### src/clrp_pkg.sv
// ----------------------------------------------------------------------------
// clrp_pkg
// Shared types, constants and saturating helpers for the cumulative
// log-binned radial profile block.
// ----------------------------------------------------------------------------
package clrp_pkg;

  localparam int BINS  = 128;
  localparam int BIN_W = $clog2(BINS);
  localparam int CNT_W = BIN_W + 1;

  localparam logic [47:0] W48_MAX = 48'hFFFF_FFFF_FFFF;
  localparam logic [31:0] C32_MAX = 32'hFFFF_FFFF;

  // Weight denominator: 123*16384 + 114*electron_abundance.
  localparam logic [23:0] DEN_BASE = 24'd2015232;
  localparam logic [23:0] DEN_XA   = 24'd114;

  localparam int QDEPTH = 2;

  typedef enum logic {
    OP_INSERT = 1'b0,
    OP_READ   = 1'b1
  } op_t;

  typedef enum logic [1:0] {
    REG_LOG_MIN   = 2'd0,
    REG_LOG_MAX   = 2'd1,
    REG_INV_WIDTH = 2'd2
  } reg_idx_t;

  typedef struct packed {
    logic signed [23:0] log_min;
    logic signed [23:0] log_max;
    logic [31:0]        inv_width;
  } cfg_t;

  typedef struct packed {
    op_t         op;
    logic [31:0] mass;
    logic [31:0] energy;
    logic [23:0] den;
    logic [31:0] rsq;
    logic [6:0]  bin_index;
  } q_item_t;

  typedef struct packed {
    logic [1:0] count;
  } front_status_t;

  typedef struct packed {
    logic [47:0]      y;
    logic             keep;
    logic [BIN_W-1:0] idx;
  } calc_res_t;

  function automatic logic [47:0] sat_add48(input logic [47:0] a, input logic [47:0] b);
    logic [48:0] s;
    s = {1'b0, a} + {1'b0, b};
    return s[48] ? W48_MAX : s[47:0];
  endfunction

  function automatic logic [31:0] sat_add32(input logic [31:0] a, input logic [31:0] b);
    logic [32:0] s;
    s = {1'b0, a} + {1'b0, b};
    return s[32] ? C32_MAX : s[31:0];
  endfunction

endpackage

### src/clrp_front.sv
// ----------------------------------------------------------------------------
// clrp_front
// Accepts input transactions, classifies them as insert or read, forms the
// weight denominator and holds them in a two-entry queue for the back end.
// ----------------------------------------------------------------------------
module clrp_front import clrp_pkg::*; (
  input  logic          clk,
  input  logic          rst,
  input  logic          in_valid,
  output logic          in_stall,
  input  logic          func,
  input  logic [31:0]   mass,
  input  logic [31:0]   energy,
  input  logic [15:0]   electron_abundance,
  input  logic [31:0]   radius_sq,
  input  logic [6:0]    bin_index,
  output logic          q_valid,
  output q_item_t       q_item,
  input  logic          q_pop,
  output front_status_t status
);

  q_item_t    slots [QDEPTH];
  logic       wr_ptr;
  logic       rd_ptr;
  logic [1:0] count;
  logic       enq;
  q_item_t    new_item;

  assign in_stall = (count == 2'(QDEPTH));
  assign enq      = in_valid && !in_stall;
  assign q_valid  = (count != 2'd0);
  assign q_item   = slots[rd_ptr];
  assign status.count = count;

  always_comb begin
    new_item.op        = func ? OP_READ : OP_INSERT;
    new_item.mass      = mass;
    new_item.energy    = energy;
    new_item.den       = DEN_BASE + ({8'd0, electron_abundance} * DEN_XA);
    new_item.rsq       = radius_sq;
    new_item.bin_index = bin_index;
  end

  always_ff @(posedge clk) begin
    if (enq) begin
      slots[wr_ptr] <= new_item;
    end
  end

  always_ff @(posedge clk) begin
    if (rst) begin
      wr_ptr <= 1'b0;
      rd_ptr <= 1'b0;
      count  <= 2'd0;
    end else begin
      if (enq) begin
        wr_ptr <= ~wr_ptr;
      end
      if (q_pop && q_valid) begin
        rd_ptr <= ~rd_ptr;
      end
      unique case ({enq, q_pop && q_valid})
        2'b10:   count <= count + 2'd1;
        2'b01:   count <= count - 2'd1;
        default: count <= count;
      endcase
    end
  end

endmodule

### config.mk
export PLATFORM = sky130hd
export DESIGN_NAME = clrp_front
export DESIGN_NICKNAME = d
export VERILOG_FILES = /design/src/clrp_pkg.sv /design/src/clrp_front.sv
export SDC_FILE = /design/constraint.sdc
export NUM_CORES = 1
export LEC_CHECK = 0
export BUFFER_PORTS_ARGS = -buffer_cell sky130_fd_sc_hd__buf_4
export CAP_MARGIN = 10
export CORE_MARGIN = 1
export CORE_UTILIZATION = 59
export CTS_CLUSTER_DIAMETER = 60
export DETAILED_ROUTE_END_ITERATION = 10
export GPL_TIMING_DRIVEN = 0
export MAX_ROUTING_LAYER = met4
export PLACE_DENSITY_LB_ADDON = 0.15
export SYNTH_ARGS = -nofsm -noshare
export SYNTH_HDL_FRONTEND = slang
export SYNTH_SLANG_ARGS = --single-unit
### constraint.sdc
create_clock -name clk -period 12.6 [get_ports clk]
set_input_delay 0.63 -clock clk [delete_from_list [all_inputs] [get_ports clk]]
set_output_delay 0.63 -clock clk [all_outputs]
set_load 0.02 [all_outputs]
==> flow_summary.ini <==
[sta]
min_period_ns = 4.55
slew_viol_final = 0
tightestPinTransition_ns = 0.827
finalSetupViolations = 0
fmax_mhz = 220
setup_tns_ns = 0
finClkSkew_ns = 0.0160
relSlewSlack = 0.447
finalHoldViolCount = 0
setup_slack_ns = 8.05
period_share = 0.361
rsz0062_at_grt = no

[power_and_ir_drop]
powerDensity_mw_per_mm2 = 226
p_leak_nw = 5.76
p_seq_frac = 0.371
power.switching_mw = 1.08
power.internal_mw = 2.22
swShare = 0.328
peakVddDrop_uv = 136
combPwrFrac = 0.405
pwr-share-clk = 0.224
power_mw = 3.30

[global_route]
grt_overflow = 0
antenna_found_initial = 0
gr-max-usage-layer = met2
grt_max_degree = 60
met1_usage = 0.258
met2_usage = 0.408
grt_pass1_wl_um = 34300
grt_usage = 0.230
grt_pass1_vias = 6618
use_met3 = 0.0421

[yosys]
synth_area_mm2 = 0.0114
synth_edf_count = 254
synthArstFlopShare = 0
syn_nets = 849
synthFlopType = edfxtp_1
seq_area_frac_synth = 0.679
synth_area_per_cell_um2 = 17.4
ys_types = 49
synth-seq-cells = 259
synth_cells = 655
yosysWarnings = 0

[die]
fp.dieW_um = 141
die-height_um = 141
ioPinCount = 256
design.die.area_mm2 = 0.0198
num_rows = 50
initial_core_util = 0.604
core_area_mm2 = 0.0188

[min_path]
hold_start = energy[30]
hp-class = in2reg
holdPathStages = 1
min_to = slots[0][93]

[final_layout]
area_delta_synth_final_pct = 28.3
fin_area_mm2 = 0.0146
utilization = 0.775
drive_gt1_frac = 0.457
diodes = 0
fillCellCount = 1084
nets = 1137

[clock_tree]
h-tree-depth = 1
clk_pin_slew_ns = 0.06
post_cts_resized = 0
cts.sinks = 259
cts_buffer_depth = 3
tritoncts = yes
clk_latency_ns = 0.51
cts_buffers = 26
post-cts-setup-buffer-count = 0
root_buffer = clkbuf_16
hold_buffers = 0

[run]
drv_cap = 0

[worst_setup_path]
crit_start = electron_abundance[0]
reg2reg_depth = 4
slowest_stage = fa_1
path_cells = buf_4 -> fa_1 -> inv_1 -> fa_1 -> inv_1 -> ha_1 -> ha_1 -> inv_1 -> fa_1 -> nand2b_1 -> a21oi_2 -> o211ai_1 -> a31oi_1 -> a311oi_1 -> a2111o_1 -> a211o_1 -> and2_1
critPathArrivalTime_ns = 4.81
critPathMaxStageDelay_ns = 0.53
worstReg2RegStart = status[0]
path_delay_family = adder cells
worst-path-buf-inv = 4
required_ns = 12.86
rrSetupSlack_ns = 10.55
crit_path_start_kind = input pin
cp_max_fo = 5
critPathCaptureType = register
r2r-end = slots[1][117]
path_class = in2reg

[outcome]
status = complete, no violations

[placement]
dpl_cell_area_mm2 = 0.0138
post-place-ws_ns = 7.58
routabilityCongestion = 0.900
portBuffers = 254
dp_hpwl_um = 16600

[route]
drtIter0Drc = 293
vias = 6428
first_pass_iters = 4
via_per_inst = 5.26
wire_per_inst_um = 18.4
wl_um = 22400
drcViolationCount = 0
drtAntennaViolNets = 0
[flip-flops by register name, indices dropped and copies added (netlist names), named ones only]
name    cells
slots     254
status      2
wr_ptr      1
rd_ptr      1
[area by class of cell]
cell class              instances  area (um^2)  share of cell area
inverters                      48          180              0.0123
plain buffers                  19         85.1             0.00583
clock inverters                 9         95.1             0.00652
well taps                     260          325              0.0223
clock buffers                  37          733              0.0502
flip-flops and latches        259         7730               0.529
multi-input cells             329         3400               0.233
repair buffers                260         2050               0.140
[cells by family (layout without fill, tap and decap cells)]
kind of cell    count (synthesis)  in the layout  synth area share
compound gates                 52             52            0.0328
xor+xnor                       21             21            0.0162
fa+ha+maj                      70             70            0.0948
buf+inv                        67            373            0.0233
flops                         259            259             0.679
mux                           131            131             0.129
other cells                     1              1          0.000330
simple gates                   54             54            0.0244
[stage by stage]
stage	std cells	hold WS (ns)
3_3_place_gp	1169	0.499
2_1_floorplan	655	0.481
4_1_cts	1221	0.286
5_1_grt	1221	0.282
3_5_place_dp	1175	0.522
6_report	1221	0.303
[power groups by stage]
stage	logic [mW]	registers [mW]	clock network (mW)
after CTS	1.35	1.23	0.751
after detailed placement	1.34	1.24	0
after global placement	1.27	1.27	0
after floorplan	0.854	1.26	0
after global routing	1.43	1.24	0.784
final	1.34	1.22	0.738
[synth_stat cells (all sizes together) (8+ instances only)]
cell type | number | area, um^2
xor2 | 8 | 70.1
edfxtp | 254 | 7630
fa | 27 | 541
ha | 43 | 538
nand2 | 8 | 32.5
nor2 | 14 | 52.6
a21oi | 16 | 98.9
clkbuf | 16 | 61.3
mux2 | 127 | 1430
nor3 | 8 | 40.0
inv | 48 | 180
o21ai | 13 | 80.1
xnor2 | 13 | 114
[worst register-to-register path, delay by kind of cell, from the launching register on]
kind,cells,cell delay [ns]
buffers and inverters,2,0.63
DFF,1,0.43
and+or+nand+nor,2,0.63
[layout by cell type, fill, tap and decap left out, types with 13 or more instances in the layout]
cell	count
a21oi_1	13
buf_4	255
clkbuf_1	23
clkbuf_16	27
edfxtp_1	254
fa_1	27
ha_1	43
inv_1	48
mux2_2	127
nor2_1	13
xnor2_1	13
[worst max path at each step]
stage | endpoint | slack, ns | cells past startpoint
floorplan | slots[0][0] | 5.93 | 3
CTS | slots[0][60] | 8.12 | 17
detailed placement | slots[1][60] | 7.58 | 17
finish | slots[0][60] | 8.05 | 17
global placement | slots[0][81] | 3.55 | 3
global route | slots[0][60] | 7.96 | 17
[layer usage]
layer  up-vias  share of wire
li1       3030              -
met1      3131           0.38
met2       207           0.53
met3        60          0.057
met4         0          0.037
met5         -              0
No activity file was read; power rests on OpenSTA's default activity.
